<file path="src/rtl/core/ttws_pkg.sv">
// Shared types and constants for the task table weighted scheduler.
package ttws_pkg;

    localparam int CMD_W    = 2;
    localparam int PRIO_W   = 5;
    localparam int SLOT_W   = 5;
    localparam int TICK_W   = 16;
    localparam int RT_W     = 32;
    localparam int CODE_W   = 3;
    localparam int CHOSEN_W = 5;
    localparam int WIDE_W   = 9;
    localparam int PROD_W   = RT_W + PRIO_W;

    // Command codes
    localparam logic [CMD_W-1:0] CMD_CREATE   = 2'd0;
    localparam logic [CMD_W-1:0] CMD_SCHEDULE = 2'd1;
    localparam logic [CMD_W-1:0] CMD_CHARGE   = 2'd2;
    localparam logic [CMD_W-1:0] CMD_RETIRE   = 2'd3;

    // Result codes
    localparam logic [CODE_W-1:0] CODE_OK       = 3'd0;
    localparam logic [CODE_W-1:0] CODE_BAD_PRIO = 3'd1;
    localparam logic [CODE_W-1:0] CODE_FULL     = 3'd2;
    localparam logic [CODE_W-1:0] CODE_IDLE     = 3'd3;
    localparam logic [CODE_W-1:0] CODE_BAD_SLOT = 3'd4;

    // Write strobes from the sequencer to the task table
    typedef struct packed {
        logic wr_en;
        logic set_ready;
        logic clr_ready;
    } tbl_cmd_t;

    // Registered read word of the task table
    typedef struct packed {
        logic              used;
        logic              ready;
        logic [PRIO_W-1:0] prio;
        logic [RT_W-1:0]   rt;
    } tbl_rd_t;

endpackage

</file>
<file path="src/rtl/core/ttws_if.sv">
// Valid/ready channel interfaces for command and response words.
interface ttws_req_if;
    logic                         valid;
    logic                         ready;
    logic [ttws_pkg::CMD_W-1:0]   command;
    logic [ttws_pkg::PRIO_W-1:0]  prio;
    logic [ttws_pkg::SLOT_W-1:0]  slot;
    logic [ttws_pkg::TICK_W-1:0]  ticks;

    modport source (output valid, command, prio, slot, ticks, input ready);
    modport sink   (input valid, command, prio, slot, ticks, output ready);
endinterface

interface ttws_rsp_if;
    logic                          valid;
    logic                          ready;
    logic [ttws_pkg::CODE_W-1:0]   code;
    logic [ttws_pkg::CHOSEN_W-1:0] chosen;

    modport source (output valid, code, chosen, input ready);
    modport sink   (input valid, code, chosen, output ready);
endinterface

</file>
<file path="src/rtl/core/ttws_alu.sv">
// Shared arithmetic unit: exact virtual-time compare and saturating runtime add.
module ttws_alu
(
    input  logic [ttws_pkg::RT_W-1:0]   a_rt,
    input  logic [ttws_pkg::PRIO_W-1:0] a_pr,
    input  logic [ttws_pkg::RT_W-1:0]   b_rt,
    input  logic [ttws_pkg::PRIO_W-1:0] b_pr,
    output logic                        lt,
    output logic [ttws_pkg::RT_W-1:0]   sum
);

    logic [ttws_pkg::PROD_W-1:0] prod_a;
    logic [ttws_pkg::PROD_W-1:0] prod_b;
    logic [ttws_pkg::RT_W:0]     sum_wide;

    // Cross-multiply: a_rt/a_pr < b_rt/b_pr
    assign prod_a = ttws_pkg::PROD_W'(a_rt) * ttws_pkg::PROD_W'(b_pr);
    assign prod_b = ttws_pkg::PROD_W'(b_rt) * ttws_pkg::PROD_W'(a_pr);
    assign lt     = (prod_a < prod_b);

    // Add and clamp at all ones on carry out
    assign sum_wide = {1'b0, a_rt} + {1'b0, b_rt};
    assign sum      = sum_wide[ttws_pkg::RT_W] ? '1 : sum_wide[ttws_pkg::RT_W-1:0];

endmodule

</file>
<file path="src/rtl/core/ttws_table.sv">
// Task table: slot status flags plus priority/runtime memory with registered read.
module ttws_table
#(
    parameter int NUM_SLOTS = 32,
    localparam int SW = $clog2(NUM_SLOTS)
)
(
    input  logic                        clk,
    input  logic                        rst_n,
    input  ttws_pkg::tbl_cmd_t          cmd,
    input  logic [SW-1:0]               wr_addr,
    input  logic [ttws_pkg::PRIO_W-1:0] wr_prio,
    input  logic [ttws_pkg::RT_W-1:0]   wr_rt,
    input  logic [SW-1:0]               rd_addr,
    output ttws_pkg::tbl_rd_t           rd
);

    localparam int WORD_W = ttws_pkg::PRIO_W + ttws_pkg::RT_W;

    logic [NUM_SLOTS-1:0] used_reg;
    logic [NUM_SLOTS-1:0] ready_reg;
    logic                 used_rd_reg;
    logic                 ready_rd_reg;
    logic [WORD_W-1:0]    word_rd_reg;
    logic [WORD_W-1:0]    mem_q [NUM_SLOTS];

    // Update slot status flags
    always_ff @(posedge clk or negedge rst_n)
    begin
        if (!rst_n)
        begin
            used_reg  <= '0;
            ready_reg <= '0;
        end
        else
        begin
            if (cmd.set_ready)
            begin
                used_reg[wr_addr]  <= 1'b1;
                ready_reg[wr_addr] <= 1'b1;
            end
            if (cmd.clr_ready)
            begin
                ready_reg[wr_addr] <= 1'b0;
            end
        end
    end

    // Register the status of the addressed slot alongside the memory word
    always_ff @(posedge clk or negedge rst_n)
    begin
        if (!rst_n)
        begin
            used_rd_reg  <= 1'b0;
            ready_rd_reg <= 1'b0;
        end
        else
        begin
            used_rd_reg  <= used_reg[rd_addr];
            ready_rd_reg <= ready_reg[rd_addr];
        end
    end

    // Priority and runtime memory
    always_ff @(posedge clk)
    begin
        if (cmd.wr_en)
        begin
            mem_q[wr_addr] <= {wr_prio, wr_rt};
        end
        word_rd_reg <= mem_q[rd_addr];
    end

    assign rd.used  = used_rd_reg;
    assign rd.ready = ready_rd_reg;
    assign rd.prio  = word_rd_reg[WORD_W-1:ttws_pkg::RT_W];
    assign rd.rt    = word_rd_reg[ttws_pkg::RT_W-1:0];

endmodule

</file>
<file path="src/rtl/core/task_table_weighted_scheduler_unit.sv">
// Top level of the task table weighted scheduler: command sequencer and response register.
// One command word in gives one response word out. Create and schedule step through every
// slot, one per cycle, reading the priority/runtime memory; schedule runs the shared
// cross-multiply compare on each entry, create takes the first unused slot, then both
// drain and finish. Charge and retire read the addressed slot once and write it back,
// then finish. A create with a priority above MAX_PRIO goes straight to the done state.
// The command side is ready only while no command is in work; the response sits in an
// output register, so a new command is taken while a response waits.
module task_table_weighted_scheduler_unit
#(
    parameter int NUM_SLOTS = 32,
    parameter int MAX_PRIO  = 31
)
(
    input  logic            clk,
    input  logic            rst_n,
    ttws_req_if.sink        req,
    ttws_rsp_if.source      rsp
);

    localparam int SW = $clog2(NUM_SLOTS);
    localparam logic [SW-1:0] LAST_IDX = SW'(NUM_SLOTS - 1);
    localparam logic [ttws_pkg::WIDE_W-1:0] NUM_WIDE = ttws_pkg::WIDE_W'(NUM_SLOTS);
    localparam logic [ttws_pkg::WIDE_W-1:0] MAX_WIDE = ttws_pkg::WIDE_W'(MAX_PRIO);

    localparam logic [2:0] S_IDLE  = 3'd0;
    localparam logic [2:0] S_SCAN  = 3'd1;
    localparam logic [2:0] S_DRAIN = 3'd2;
    localparam logic [2:0] S_RD    = 3'd3;
    localparam logic [2:0] S_CHK   = 3'd4;
    localparam logic [2:0] S_DONE  = 3'd5;

    logic [2:0]                    state_reg, state_next;
    logic [ttws_pkg::CMD_W-1:0]    op_reg, op_next;
    logic [ttws_pkg::PRIO_W-1:0]   prio_reg, prio_next;
    logic [ttws_pkg::TICK_W-1:0]   ticks_reg, ticks_next;
    logic [SW-1:0]                 slot_idx_reg, slot_idx_next;
    logic                          in_range_reg, in_range_next;
    logic [SW-1:0]                 cnt_reg, cnt_next;
    logic                          pend_reg, pend_next;
    logic [SW-1:0]                 pend_idx_reg, pend_idx_next;
    logic                          found_reg, found_next;
    logic [SW-1:0]                 best_reg, best_next;
    logic [ttws_pkg::RT_W-1:0]     best_rt_reg, best_rt_next;
    logic [ttws_pkg::PRIO_W-1:0]   best_pr_reg, best_pr_next;
    logic [ttws_pkg::CODE_W-1:0]   res_code_reg, res_code_next;
    logic [ttws_pkg::CHOSEN_W-1:0] res_chosen_reg, res_chosen_next;
    logic                          out_valid_reg;
    logic [ttws_pkg::CODE_W-1:0]   out_code_reg;
    logic [ttws_pkg::CHOSEN_W-1:0] out_chosen_reg;

    logic [ttws_pkg::WIDE_W-1:0]   slot_wide;
    logic [ttws_pkg::WIDE_W-1:0]   prio_wide;
    logic [ttws_pkg::WIDE_W-1:0]   best_wide;

    ttws_pkg::tbl_cmd_t            tcmd;
    ttws_pkg::tbl_rd_t             rd;
    logic [SW-1:0]                 wr_addr;
    logic [ttws_pkg::PRIO_W-1:0]   wr_prio;
    logic [ttws_pkg::RT_W-1:0]     wr_rt;
    logic [SW-1:0]                 rd_addr;
    logic [ttws_pkg::RT_W-1:0]     alu_b_rt;
    logic                          alu_lt;
    logic [ttws_pkg::RT_W-1:0]     alu_sum;

    ttws_table #(.NUM_SLOTS(NUM_SLOTS)) u_table
    (
        .clk     (clk),
        .rst_n   (rst_n),
        .cmd     (tcmd),
        .wr_addr (wr_addr),
        .wr_prio (wr_prio),
        .wr_rt   (wr_rt),
        .rd_addr (rd_addr),
        .rd      (rd)
    );

    // Candidate against current best, or runtime plus ticks during charge
    assign alu_b_rt = (state_reg == S_CHK) ? ttws_pkg::RT_W'(ticks_reg) : best_rt_reg;

    ttws_alu u_alu
    (
        .a_rt (rd.rt),
        .a_pr (rd.prio),
        .b_rt (alu_b_rt),
        .b_pr (best_pr_reg),
        .lt   (alu_lt),
        .sum  (alu_sum)
    );

    assign slot_wide = ttws_pkg::WIDE_W'(req.slot);
    assign prio_wide = ttws_pkg::WIDE_W'(req.prio);

    assign req.ready  = (state_reg == S_IDLE);
    assign rsp.valid  = out_valid_reg;
    assign rsp.code   = out_code_reg;
    assign rsp.chosen = out_chosen_reg;

    // Sequencer
    always_comb
    begin
        state_next      = state_reg;
        op_next         = op_reg;
        prio_next       = prio_reg;
        ticks_next      = ticks_reg;
        slot_idx_next   = slot_idx_reg;
        in_range_next   = in_range_reg;
        cnt_next        = cnt_reg;
        pend_next       = 1'b0;
        pend_idx_next   = pend_idx_reg;
        found_next      = found_reg;
        best_next       = best_reg;
        best_rt_next    = best_rt_reg;
        best_pr_next    = best_pr_reg;
        res_code_next   = res_code_reg;
        res_chosen_next = res_chosen_reg;
        tcmd            = '0;
        wr_addr         = pend_idx_reg;
        wr_prio         = prio_reg;
        wr_rt           = '0;
        rd_addr         = slot_idx_reg;
        best_wide       = '0;

        // Evaluate the entry read in the previous scan cycle
        if (pend_reg)
        begin
            if (op_reg == ttws_pkg::CMD_CREATE)
            begin
                if (!found_reg && !rd.used)
                begin
                    tcmd.wr_en     = 1'b1;
                    tcmd.set_ready = 1'b1;
                    found_next     = 1'b1;
                    best_next      = pend_idx_reg;
                end
            end
            else if (rd.ready && (rd.prio != '0) && (!found_reg || alu_lt))
            begin
                found_next   = 1'b1;
                best_next    = pend_idx_reg;
                best_rt_next = rd.rt;
                best_pr_next = rd.prio;
            end
        end

        unique case (state_reg)
            S_IDLE:
            begin
                if (req.valid)
                begin
                    op_next         = req.command;
                    prio_next       = req.prio;
                    ticks_next      = req.ticks;
                    slot_idx_next   = slot_wide[SW-1:0];
                    in_range_next   = (slot_wide < NUM_WIDE);
                    cnt_next        = '0;
                    found_next      = 1'b0;
                    res_chosen_next = '0;
                    if (req.command == ttws_pkg::CMD_CREATE && prio_wide > MAX_WIDE)
                    begin
                        res_code_next = ttws_pkg::CODE_BAD_PRIO;
                        state_next    = S_DONE;
                    end
                    else if (req.command == ttws_pkg::CMD_CREATE ||
                             req.command == ttws_pkg::CMD_SCHEDULE)
                    begin
                        state_next = S_SCAN;
                    end
                    else
                    begin
                        state_next = S_RD;
                    end
                end
            end
            S_SCAN:
            begin
                rd_addr       = cnt_reg;
                pend_next     = 1'b1;
                pend_idx_next = cnt_reg;
                cnt_next      = cnt_reg + SW'(1);
                if (cnt_reg == LAST_IDX)
                begin
                    state_next = S_DRAIN;
                end
            end
            S_DRAIN:
            begin
                // Last entry is evaluated above in this cycle
                best_wide = ttws_pkg::WIDE_W'(best_next);
                if (found_next)
                begin
                    res_code_next   = ttws_pkg::CODE_OK;
                    res_chosen_next = best_wide[ttws_pkg::CHOSEN_W-1:0];
                end
                else
                begin
                    res_code_next   = (op_reg == ttws_pkg::CMD_CREATE) ?
                                      ttws_pkg::CODE_FULL : ttws_pkg::CODE_IDLE;
                    res_chosen_next = '0;
                end
                state_next = S_DONE;
            end
            S_RD:
            begin
                rd_addr    = slot_idx_reg;
                state_next = S_CHK;
            end
            S_CHK:
            begin
                wr_addr         = slot_idx_reg;
                res_chosen_next = '0;
                if (!in_range_reg || !rd.ready)
                begin
                    res_code_next = ttws_pkg::CODE_BAD_SLOT;
                end
                else
                begin
                    res_code_next = ttws_pkg::CODE_OK;
                    if (op_reg == ttws_pkg::CMD_CHARGE)
                    begin
                        tcmd.wr_en = 1'b1;
                        wr_prio    = rd.prio;
                        wr_rt      = alu_sum;
                    end
                    else
                    begin
                        tcmd.clr_ready = 1'b1;
                    end
                end
                state_next = S_DONE;
            end
            S_DONE:
            begin
                if (!out_valid_reg || rsp.ready)
                begin
                    state_next = S_IDLE;
                end
            end
            default:
            begin
                state_next = S_IDLE;
            end
        endcase
    end

    // Hold control state
    always_ff @(posedge clk or negedge rst_n)
    begin
        if (!rst_n)
        begin
            state_reg     <= S_IDLE;
            pend_reg      <= 1'b0;
            found_reg     <= 1'b0;
            out_valid_reg <= 1'b0;
        end
        else
        begin
            state_reg <= state_next;
            pend_reg  <= pend_next;
            found_reg <= found_next;
            if (state_reg == S_DONE && (!out_valid_reg || rsp.ready))
            begin
                out_valid_reg <= 1'b1;
            end
            else if (rsp.ready)
            begin
                out_valid_reg <= 1'b0;
            end
        end
    end

    // Hold command fields, scan progress and response words
    always_ff @(posedge clk)
    begin
        op_reg         <= op_next;
        prio_reg       <= prio_next;
        ticks_reg      <= ticks_next;
        slot_idx_reg   <= slot_idx_next;
        in_range_reg   <= in_range_next;
        cnt_reg        <= cnt_next;
        pend_idx_reg   <= pend_idx_next;
        best_reg       <= best_next;
        best_rt_reg    <= best_rt_next;
        best_pr_reg    <= best_pr_next;
        res_code_reg   <= res_code_next;
        res_chosen_reg <= res_chosen_next;
        if (state_reg == S_DONE && (!out_valid_reg || rsp.ready))
        begin
            out_code_reg   <= res_code_reg;
            out_chosen_reg <= res_chosen_reg;
        end
    end

endmodule

</file>
<file path="src/flat_wrapper.sv">
// flat-port wrapper written by rule: the top's interface ports become plain ports
module task_table_weighted_scheduler_unit_flat 
#(
    parameter int NUM_SLOTS = 32,
    parameter int MAX_PRIO  = 31
)
  (clk, rst_n, req_valid, req_command, req_prio, req_slot, req_ticks, req_ready, rsp_valid, rsp_code, rsp_chosen, rsp_ready);
  ttws_req_if req_i ();
  ttws_rsp_if rsp_i ();
  input  logic clk;
  input  logic rst_n;
  input wire logic [$bits(req_i.valid)-1:0] req_valid;
  input wire logic [$bits(req_i.command)-1:0] req_command;
  input wire logic [$bits(req_i.prio)-1:0] req_prio;
  input wire logic [$bits(req_i.slot)-1:0] req_slot;
  input wire logic [$bits(req_i.ticks)-1:0] req_ticks;
  output wire logic [$bits(req_i.ready)-1:0] req_ready;
  output wire logic [$bits(rsp_i.valid)-1:0] rsp_valid;
  output wire logic [$bits(rsp_i.code)-1:0] rsp_code;
  output wire logic [$bits(rsp_i.chosen)-1:0] rsp_chosen;
  input wire logic [$bits(rsp_i.ready)-1:0] rsp_ready;
  assign req_i.valid = req_valid;
  assign req_i.command = req_command;
  assign req_i.prio = req_prio;
  assign req_i.slot = req_slot;
  assign req_i.ticks = req_ticks;
  assign req_ready = req_i.ready;
  assign rsp_valid = rsp_i.valid;
  assign rsp_code = rsp_i.code;
  assign rsp_chosen = rsp_i.chosen;
  assign rsp_i.ready = rsp_ready;
  task_table_weighted_scheduler_unit #(.NUM_SLOTS(NUM_SLOTS), .MAX_PRIO(MAX_PRIO)) u_core (.clk(clk), .rst_n(rst_n), .req(req_i), .rsp(rsp_i));
endmodule
</file>
<file path="config.mk">
export PLATFORM = sky130hd
export DESIGN_NAME = task_table_weighted_scheduler_unit_flat
export DESIGN_NICKNAME = d
export VERILOG_FILES = /design/src/rtl/core/ttws_pkg.sv /design/src/rtl/core/ttws_if.sv /design/src/rtl/core/ttws_alu.sv /design/src/rtl/core/ttws_table.sv /design/src/rtl/core/task_table_weighted_scheduler_unit.sv /design/src/flat_wrapper.sv
export SDC_FILE = /design/constraint.sdc
export NUM_CORES = 2
export LEC_CHECK = 0
export ABC_AREA = 1
export BUFFER_PORTS_ARGS = -buffer_cell sky130_fd_sc_hd__buf_2
export CAP_MARGIN = 20
export CORE_MARGIN = 2
export CORE_UTILIZATION = 40
export CTS_CLUSTER_DIAMETER = 80
export CTS_CLUSTER_SIZE = 12
export DETAILED_ROUTE_END_ITERATION = 7
export GPL_ROUTABILITY_DRIVEN = 1
export GPL_TIMING_DRIVEN = 0
export PLACE_DENSITY_LB_ADDON = 0.25
export SLEW_MARGIN = 10
export SYNTH_ARGS = -nofsm -noshare
export SYNTH_HDL_FRONTEND = slang
export SYNTH_SLANG_ARGS = --single-unit
</file>
<file path="constraint.sdc">
create_clock -name clk -period 21 [get_ports clk]
set_input_delay 3.15 -clock clk [delete_from_list [all_inputs] [get_ports clk]]
set_output_delay 3.15 -clock clk [all_outputs]
set_load 0.02 [all_outputs]
</file>
==> impl_metrics.env <==
export IMPL_finalSetupViolations=0
export IMPL_ys_ff_latch=1389
export IMPL_status="finished clean"
export IMPL_crit_slowest_cell="o21ai_0"
export IMPL_crit_path_start="u_core.state_reg[0]"
export IMPL_multi_input_area_um2=24100
export IMPL_slew_headroom=0.174
export IMPL_die_area_um2=174000
export IMPL_synth_ff_type="edfxtp_1"
export IMPL_cts_tree="done"
export IMPL_synth_area_um2=68200
export IMPL_area_growth_pct=14.3
export IMPL_worstPathMaxFanout=38
export IMPL_cts_setup_buffers=0
export IMPL_grt_first_pass_wirelength_um=342000
export IMPL_endpoint_kind="flop"
export IMPL_final_min_clock_period_ns=9.04
export IMPL_synth_most_common_cell="edfxtp_1"
export IMPL_dp_hpwl_um=180000
export IMPL_grt_use_total=0.272
export IMPL_first_global_vias=48481
export IMPL_synth_edf_count=1275
export IMPL_skew_ns=0.0493
export IMPL_largest_reg_flops=1184
export IMPL_crit_required_ns=21.39
export IMPL_wl_um=239000
export IMPL_min_from="u_core.res_chosen_reg[1]"
export IMPL_hold_violations=0
export IMPL_vias_per_cell=5.66
export IMPL_num_rows=151
export IMPL_ff_latch_area_um2=40900
export IMPL_critPathTopFamily="adder cells"
export IMPL_cts_buffers=137
export IMPL_syn_inst=6110
export IMPL_synth_avg_cell_area_um2=11.2
export IMPL_wire_per_inst_um=27.2
export IMPL_die_w_um=417
export IMPL_dpl_worst_slack_ns=11.95
export IMPL_cts_sinks=1389
export IMPL_path_clk_slew_ns=0.06
export IMPL_cts_hold_buf=0
export IMPL_rsz0062_at_grt="false"
export IMPL_die_y_um=417
export IMPL_syn_nets=6483
export IMPL_cts_path_max_buffers=3
export IMPL_ys_async_sr_fraction=0.0518
export IMPL_drive_gt1_frac=0.120
export IMPL_via_count=49678
export IMPL_synth_top_area_frac=0.561
export IMPL_antenna_found_initial=16
export IMPL_final_antenna_net_count=0
export IMPL_cpMostUsedCell="nand2_1"
export IMPL_core_area_um2=169000
export IMPL_clock_fmax_mhz=111
export IMPL_place_congestion=0.938
export IMPL_grt_overflow_total=0
export IMPL_drc_errors=0
export IMPL_cp_start_kind="flop"
export IMPL_ys_warn_count=0
export IMPL_setup_tns_ns=0
export IMPL_drtPass1Iterations=6
export IMPL_worst_r2r_startpoint="u_core.state_reg[0]"
export IMPL_maxCapViolCount=0
export IMPL_cts_root_buf="clkbuf_16"
export IMPL_start_util=0.403
export IMPL_drt_iter0_markers=5491
export IMPL_synth_cell_type_count=48
export IMPL_clock_latency_ns=0.81
export IMPL_ioPinCount=42
export IMPL_grt_max_degree=40
export IMPL_critPathBufInv=7
export IMPL_post_cts_resized=0
export IMPL_finalMaxSlewViolations=0
export IMPL_worst_slack_ns=11.96
export IMPL_fillers=15477
export IMPL_synth_area_leaders="edfxtp_1 56%, fa_1 5.3%, o211ai_1 5.0%"
export IMPL_slowest_delay_ns=0.75
export IMPL_ys_top_cells_by_count="1275 x edfxtp_1, 842 x nand2_1, 646 x nor2_1"
export IMPL_ys_seq_area_frac=0.600
export IMPL_yosys_area_top_type="edfxtp_1"
export IMPL_finalCritPeriodShare=0.430
export IMPL_hold_path_class="reg -> reg"
export IMPL_cts_max_level=4
export IMPL_port_buffers=41
export IMPL_max_slew_worst_pin_slew_ns=1.24
export IMPL_nets=6867
export IMPL_worst_setup_path_type="reg -> reg"
export IMPL_cp_arrival_ns=9.43
## kinds of logic after synthesis
family	share of synthesized area
AND/OR/NAND/NOR	0.125
flip-flops	0.600
AO/OA/AOI/OAI	0.129
buffers and inverters	0.0525
adder cells (fa/ha/maj)	0.0824
XOR/XNOR	0.0113
## routing by layer
| layer | global-route usage | vias up | wire, µm |
|---|---|---|---|
| met5 | 0 | - | 12 |
| li1 | - | 22212 | - |
| met3 | 0.0482 | 518 | 19300 |
| met4 | 0.142 | 2 | 13700 |
| met2 | 0.446 | 2366 | 113000 |
| met1 | 0.346 | 24580 | 93000 |
## per-stage QoR
| step | hold WS, ns | util | cell area [µm²] | cells |
|---|---|---|---|---|
| after global placement | 0.408 | 0.420 | 71200 | 8369 |
| after detailed placement | 0.407 | 0.435 | 73600 | 8560 |
| after global routing | 0.428 | 0.460 | 78000 | 8770 |
| after CTS | 0.428 | 0.458 | 77700 | 8757 |
| after floorplan | 0.400 | - | 68200 | 6110 |
| final | 0.423 | 0.460 | 78000 | 8774 |
## cell usage in the layout (no fill, tap or decap), types with 15 or more instances in the layout
cell       netlist  final
a21o_1          18     18
a21oi_1        149    138
a22oi_1         37     37
a31oi_1         25     24
buf_1           15     15
buf_12           0     18
buf_16           0     17
buf_2           80    120
buf_4           15    125
buf_6            7     60
clkbuf_1       204    237
clkbuf_16        0    140
dfrtp_1         72     72
dfxtp_1         42     42
edfxtp_1      1275   1275
fa_1           181    181
ha_1           160    160
inv_1          563    561
nand2_1        842    842
nand3_1        235    235
nand4_1         24     24
nor2_1         646    643
nor3_1          50     18
nor3_2           0     32
o211ai_1       454    454
o211ai_2        25     25
o21ai_0        529    523
o21bai_1        93     93
o221ai_1        35     35
or2_2          174    174
xnor2_1         38     38
xor2_1          50     50
## worst paths after layout
path / to / slack, ns / depth (start not counted)
worst max-delay path: u_core.best_pr_reg[1] / 11.96 / 32
max in group asynchronous: u_core.rsp.valid / 18.05 / 2
min in group asynchronous: u_core.u_table.ready_reg[11] / 2.32 / 1
worst min-delay path: u_core.rsp.chosen[1] / 0.42 / 0
worst max register to register: u_core.best_pr_reg[1] / 11.96 / 32
worst min register to register: u_core.rsp.chosen[1] / 0.42 / 0
## cell type report
class | count | share of cell area
sequential | 1389 | 0.525
tap | 2218 | 0.0356
clock buffer | 175 | 0.0467
inverter | 576 | 0.0277
multi-input combinational | 3822 | 0.309
clock inverter | 22 | 0.00520
antenna | 4 | 0.000128
timing repair buffer | 245 | 0.0328
buffer | 323 | 0.0183
## worst register-to-register path, delay by kind of cell (launching register included)
| family | cells | cell delay, ns |
|---|---|---|
| flops | 1 | 0.45 |
| fa+ha+maj | 5 | 2.13 |
| xor+xnor | 1 | 0.50 |
| compound gates | 7 | 2.00 |
| simple gates | 12 | 1.94 |
| buf+inv | 7 | 1.64 |
Power is not shown: default switching activity piles up to over one toggle a cycle in this logic, so the estimate is an artifact.
